$ cat config.mk
export PLATFORM = sky130hd
export DESIGN_NAME = dbss_cell
export DESIGN_NICKNAME = d
export VERILOG_FILES = /design/src/sv/dbss_pkg.sv /design/src/sv/dbss_cell.sv
export SDC_FILE = /design/constraint.sdc
export NUM_CORES = 1
export LEC_CHECK = 0
export ABC_AREA = 1
export BUFFER_PORTS_ARGS = -buffer_cell sky130_fd_sc_hd__buf_2
export CAP_MARGIN = 20
export CORE_MARGIN = 2
export CORE_UTILIZATION = 37
export CTS_CLUSTER_SIZE = 10
export DETAILED_ROUTE_END_ITERATION = 6
export PLACE_DENSITY_LB_ADDON = 0.3
export SYNTH_ARGS = -nofsm -noshare
export SYNTH_HDL_FRONTEND = slang
export SYNTH_SLANG_ARGS = --single-unit
$ cat constraint.sdc
create_clock -name clk -period 2.5 [get_ports clk]
set_input_delay 0.125 -clock clk [delete_from_list [all_inputs] [get_ports clk]]
set_output_delay 0.125 -clock clk [all_outputs]
set_load 0.05 [all_outputs]
$ cat src/sv/dbss_pkg.sv
// Shared types and constants for the detection box score sort block.
package dbss_pkg;

	localparam int MAX_BOXES_DEF = 64;
	localparam int COORD_W       = 12;
	localparam int SCORE_W       = 32;

	// One stored detection box
	typedef struct packed {
		logic [COORD_W-1:0]        x;
		logic [COORD_W-1:0]        y;
		logic signed [SCORE_W-1:0] score;
	} box_t;

	// Per-cycle command broadcast to every cell of the chain
	typedef struct packed {
		logic ins;    // insert the new box in order
		logic shift;  // move every entry one cell toward the head
	} cell_ctl_t;

	typedef enum logic {
		MODE_FILL,
		MODE_DRAIN
	} mode_t;

endpackage

$ cat src/sv/dbss_cell.sv
// One cell of the sorted insertion chain: holds a box and its valid bit.
module dbss_cell (
	input  logic              clk,
	input  logic              arst_n,
	input  dbss_pkg::cell_ctl_t ctl,
	input  dbss_pkg::box_t    new_box,
	input  logic              prev_less,   // upstream cell ranks below the new box
	input  logic              prev_valid,
	input  dbss_pkg::box_t    prev_box,
	input  logic              next_valid,
	input  dbss_pkg::box_t    next_box,
	output logic              less,
	output logic              valid,
	output dbss_pkg::box_t    box
);

	logic           valid_q;
	dbss_pkg::box_t box_q;

	// Stored box ranks below the new one (empty cells count as lower);
	// ties keep the stored box ahead
	assign less  = !valid_q || (box_q.score < new_box.score);
	assign valid = valid_q;
	assign box   = box_q;

	// Valid bit
	always_ff @(posedge clk or negedge arst_n) begin
		if (!arst_n) begin
			valid_q <= 1'b0;
		end else if (ctl.shift) begin
			valid_q <= next_valid;
		end else if (ctl.ins && less) begin
			valid_q <= prev_less ? prev_valid : 1'b1;
		end
	end

	// Payload: new box lands at the first lower cell, the rest move down
	always_ff @(posedge clk) begin
		if (ctl.shift) begin
			box_q <= next_box;
		end else if (ctl.ins && less) begin
			box_q <= prev_less ? prev_box : new_box;
		end
	end

endmodule

# Word-level counts from Yosys, hierarchy flattened
# Index checks and enable logic that the tools add are counted.
[totals]
regBits = 57
output_inout_bits = 58
in_bits = 175
word_cells = 15
[op_classes]
n_mux = 6
reduce_logical = 4
order_cmp = 1
[ops]
columns = ["op", "count"]
rows = [
  ["$mux 56", 3],
  ["$lt 32x32->1", 1],
  ["$mux 1", 3],
  ["$reduce_bool 2->1", 1],
  ["$logic_and 1x1->1", 1],
  ["$logic_not 1->1", 1],
  ["$logic_or 1x1->1", 1],
]

# Logic depth before layout (Yosys ltp)
[logic_depth]
ltp_word = 5
mapped_depth = 18
depth_no_buf = 18

# Worst setup path after synthesis
# No wires, ideal clock.
[synth_timing]
path_type = "register to register"
start = "register box_q (netlist bit box[31])"
end = "register box_q (netlist bit box[0]) (enable)"
path_stages_with_launch = 11
path_buffers = 0
setup_ns = 0.475
period_less_slack_ns = 3.070
required_time_ns = 2.025
arrival_time_ns = 2.596
path_slack_ns = -0.570
path_cell_list = "edfxtp_1 -> ha_1 -> nand2_1 -> nor2_2 -> nand4_2 -> nor4_2 -> nand2_1 -> nand3_1 -> nand3_2 -> nand2_2 -> nand2_2"
[synth_via]
elab_chain_len = 4
[synth_lines]
columns = ["item", "line", "source"]
rows = [
  ["start, declared", "dbss_cell.sv:18", "dbss_pkg::box_t box_q;"],
  ["start signal, assigned", "dbss_cell.sv:40", "box_q <= next_box;"],
  ["start signal, assigned", "dbss_cell.sv:42", "box_q <= prev_less ? prev_box : new_box;"],
  ["$lt 32x32->1", "dbss_cell.sv:22", "assign less = !valid_q || (box_q.score < new_box.score);"],
  ["$logic_or 1x1->1", "dbss_cell.sv:22", ""],
  ["named net less", "dbss_cell.sv:12", "output logic less,"],
  ["$logic_and 1x1->1", "dbss_cell.sv:41", "end else if (ctl.ins && less) begin"],
  ["$reduce_bool 2->1 (no source line)", "-", ""],
]
# The timed path passes the listed nets, and every way through them passes these cells.
# A chain may end at the register's enable or synchronous reset.

# Worst setup path after layout
[layout_timing]
start = "register box_q (netlist bit box[31])"
end = "output less"
[layout_via]
elab_chain_len = 2
[layout_lines]
columns = ["item", "line"]
rows = [
  ["$lt 32x32->1", "dbss_cell.sv:22"],
  ["$logic_or 1x1->1", "dbss_cell.sv:22"],
  ["end, declared", "dbss_cell.sv:12"],
]
# Every way passes these cells.

==> results.ini <==
[timing]
worst_hold_slack_ns=0.115
slew_violations=0
period_share_pct=88.9
worstMarginPinSlew_ns=0.649
period_needed_ns=2.22
rsz0062_at_grt=no
setup_viol=0
setup_tns_ns=0
relSlewSlack_pct=56.7
max_freq_mhz=450
finalHoldViolCount=0
skew_ns=0.0123

[die]
die_h_microns=104
rows=36
die_width_microns=104
initial_core_util_pct=37.9
io_pins=233
core_sq_mm=0.00968
die_area_sq_mm=0.0107

[cells_and_area]
num-nets-final=880
final_common_cell=buf_2
antenna_cells=0
area_growth_syn_to_layout_pct=42.0
layout-drive-gt1-share_pct=38.6
final_cell_mix=buf_2, a21oi_1, nand2_1
fin_area_sq_mm=0.00521

[critical_path]
regToRegStartpoint=box[31]
cp.buffers_inverters=1
slowest_stage=edfxtp_1
endpoint=less
crit_start=box[31]
endpoint_kind=output pin
path_cells=ha_4, nand2_2, nor2_2, nand4_2, nor4_2, nand2_1, nand2_1, nand2_2, nand3_4, buf_2
critical_path_class=reg -> out
slowest_delay_ns=0.43
rrSetupSlack_ns=0.37
regToRegEndpoint=box[9]
critical_path.startpoint_type=flop
path_depth=10
crit_family=simple AND/OR/NAND/NOR gates
cp_max_fo=4
cp.arrival_ns=2.10
required_ns=2.38
reg2regPathDepth=11

[detailed_routing]
drt_iter0_drc=133
viasPerCell=4.80
ant_nets=0
wirelength_mm=11.2
num_vias=3897
wl_per_cell_microns=13.8
drc=0
drt_pre_antenna_iters=4

[synth]
yosysUniqueCellTypes=22
syn-cell-area_sq_mm=0.00367
ys_seq_area_share_pct=46.5
syn_nets=655
synth_adder_area_share_pct=10.6
yosys.area_share.xor_xnor_pct=0
yosys.area.top_type=edfxtp_1
synth-simple-area-share_pct=17.6
synth-compound-area-share_pct=18.4
synth_top_family_by_area=compound AO/OA/AOI/OAI gates
synth_cells=449
ys_warn_count=0
yosysTopAreaCellShare_pct=45.8
ys_seq_elements=57
synth_area_leaders=edfxtp_1, a21oi_1, ha_1, nand2_1, nor2_1
synthMuxAreaShare_pct=0
avgSynthCellArea_sq_um=8.17

[placed_design]
placed_cell_area_sq_mm=0.00497
port_buffers=232
gp_congestion=0.830
hpwl_mm=8.44

[power_and_ir_drop]
p_leak_nw=2.63
p_per_area_mw_per_mm2=623
totalPowerFinal_mw=3.25
peakVddDrop_uv=294

[global_route]
grt.overflow.total=0
grt_pass1_wl_mm=17.9
grt.total_usage_pct=20.6
antenna_found_initial=0
grt_max_degree=58
grt_pass1_vias=3869

[flow_run]
cap_violations=0

[min_path]
hold_path_class=in -> reg
hold_start=next_box[37]

[clock_network]
clk_pin_slew_ns=0.06
clkSinkCount=57
cts_buffer_depth=2
htree_levels=3
numCtsBuffers=9
tritoncts=yes
insertion_delay_ns=0.33
post_cts_buffers=0
root_buffer=clkbuf_8

[run_status]
status=complete, no violations

per-stage QoR:
step                setup WS, ns  utilization (%)  std cells
floorplan                0.00626                -        449
global placement           0.230             51.4        794
detailed placement         0.196             51.4        794
CTS                        0.194             53.6        811
global route             0.00458             53.8        812
finish                     0.277             53.8        812
worst min path at each step:
stage / end / slack, ns / cells after the start
after detailed placement: valid / -0.09 / 1
final: box[37] / 0.11 / 3
after CTS: box[53] / 0.1 / 3
after global routing: box[38] / 0.11 / 3
after global placement: valid / -0.1 / 1
after floorplan: valid / -0.17 / 0
routing by layer:
| layer | wire [microns] | part of all wire (%) | global-route usage [%] |
|---|---|---|---|
| met1 | 4620 | 41 | 23.4 |
| met2 | 5630 | 50 | 37.1 |
| met3 | 894 | 8.0 | 7.30 |
| met4 | 80 | 0.71 | 4.73 |
| met5 | 0 | 0 | 0 |
synthesized netlist by cell type, drive strengths merged:
cell type,n
nor2,62
a21oi,127
nand4,2
dfrtp,1
o21ai,5
o211ai,1
nand3,4
ha,31
clkbuf,19
nand2,90
edfxtp,56
nor4,1
o21a,1
nor3,2
inv,42
buf,5
flip-flops by register name, indices dropped and copies added, names as in the netlist:
| register | cells |
|---|---|
| valid | 1 |
| box | 56 |
logic make-up (layout without fill, tap and decap cells):
family | Yosys count | count (layout)
fa+ha+maj | 31 | 31
flops | 57 | 57
buf+inv | 66 | 295
simple gates | 161 | 162
compound gates | 134 | 134
timing repair:
item                                    4_1_cts  5_1_grt
resized for setup                             0        1
endpoints found under the setup margin        0       56
hold buffers                                  1        0
endpoints found under the hold margin         1        0
where the power goes:
group | internal, mW | switching (mW) | leakage, nW
combinational | 0.322 | 0.755 | 1.96
sequential | 1.19 | 0.0474 | 0.570
clock | 0.551 | 0.383 | 0.104
tightest hold or removal path, stage by stage:
cell,delay [ns]
buf_2,0.07
nor2_1,0.03
a21oi_1,0.09
final cells by class:
type / count / area (sq um)
Clock buffer: 9 / 124
Tap cell: 133 / 166
Inverter: 42 / 158
Clock inverter: 7 / 85.1
Fill cell: 967 / 4470
Sequential cell: 57 / 1710
Timing Repair Buffer: 237 / 1200
Multi-Input combinational cell: 327 / 1770
No activity file was read; power rests on OpenSTA's default activity.
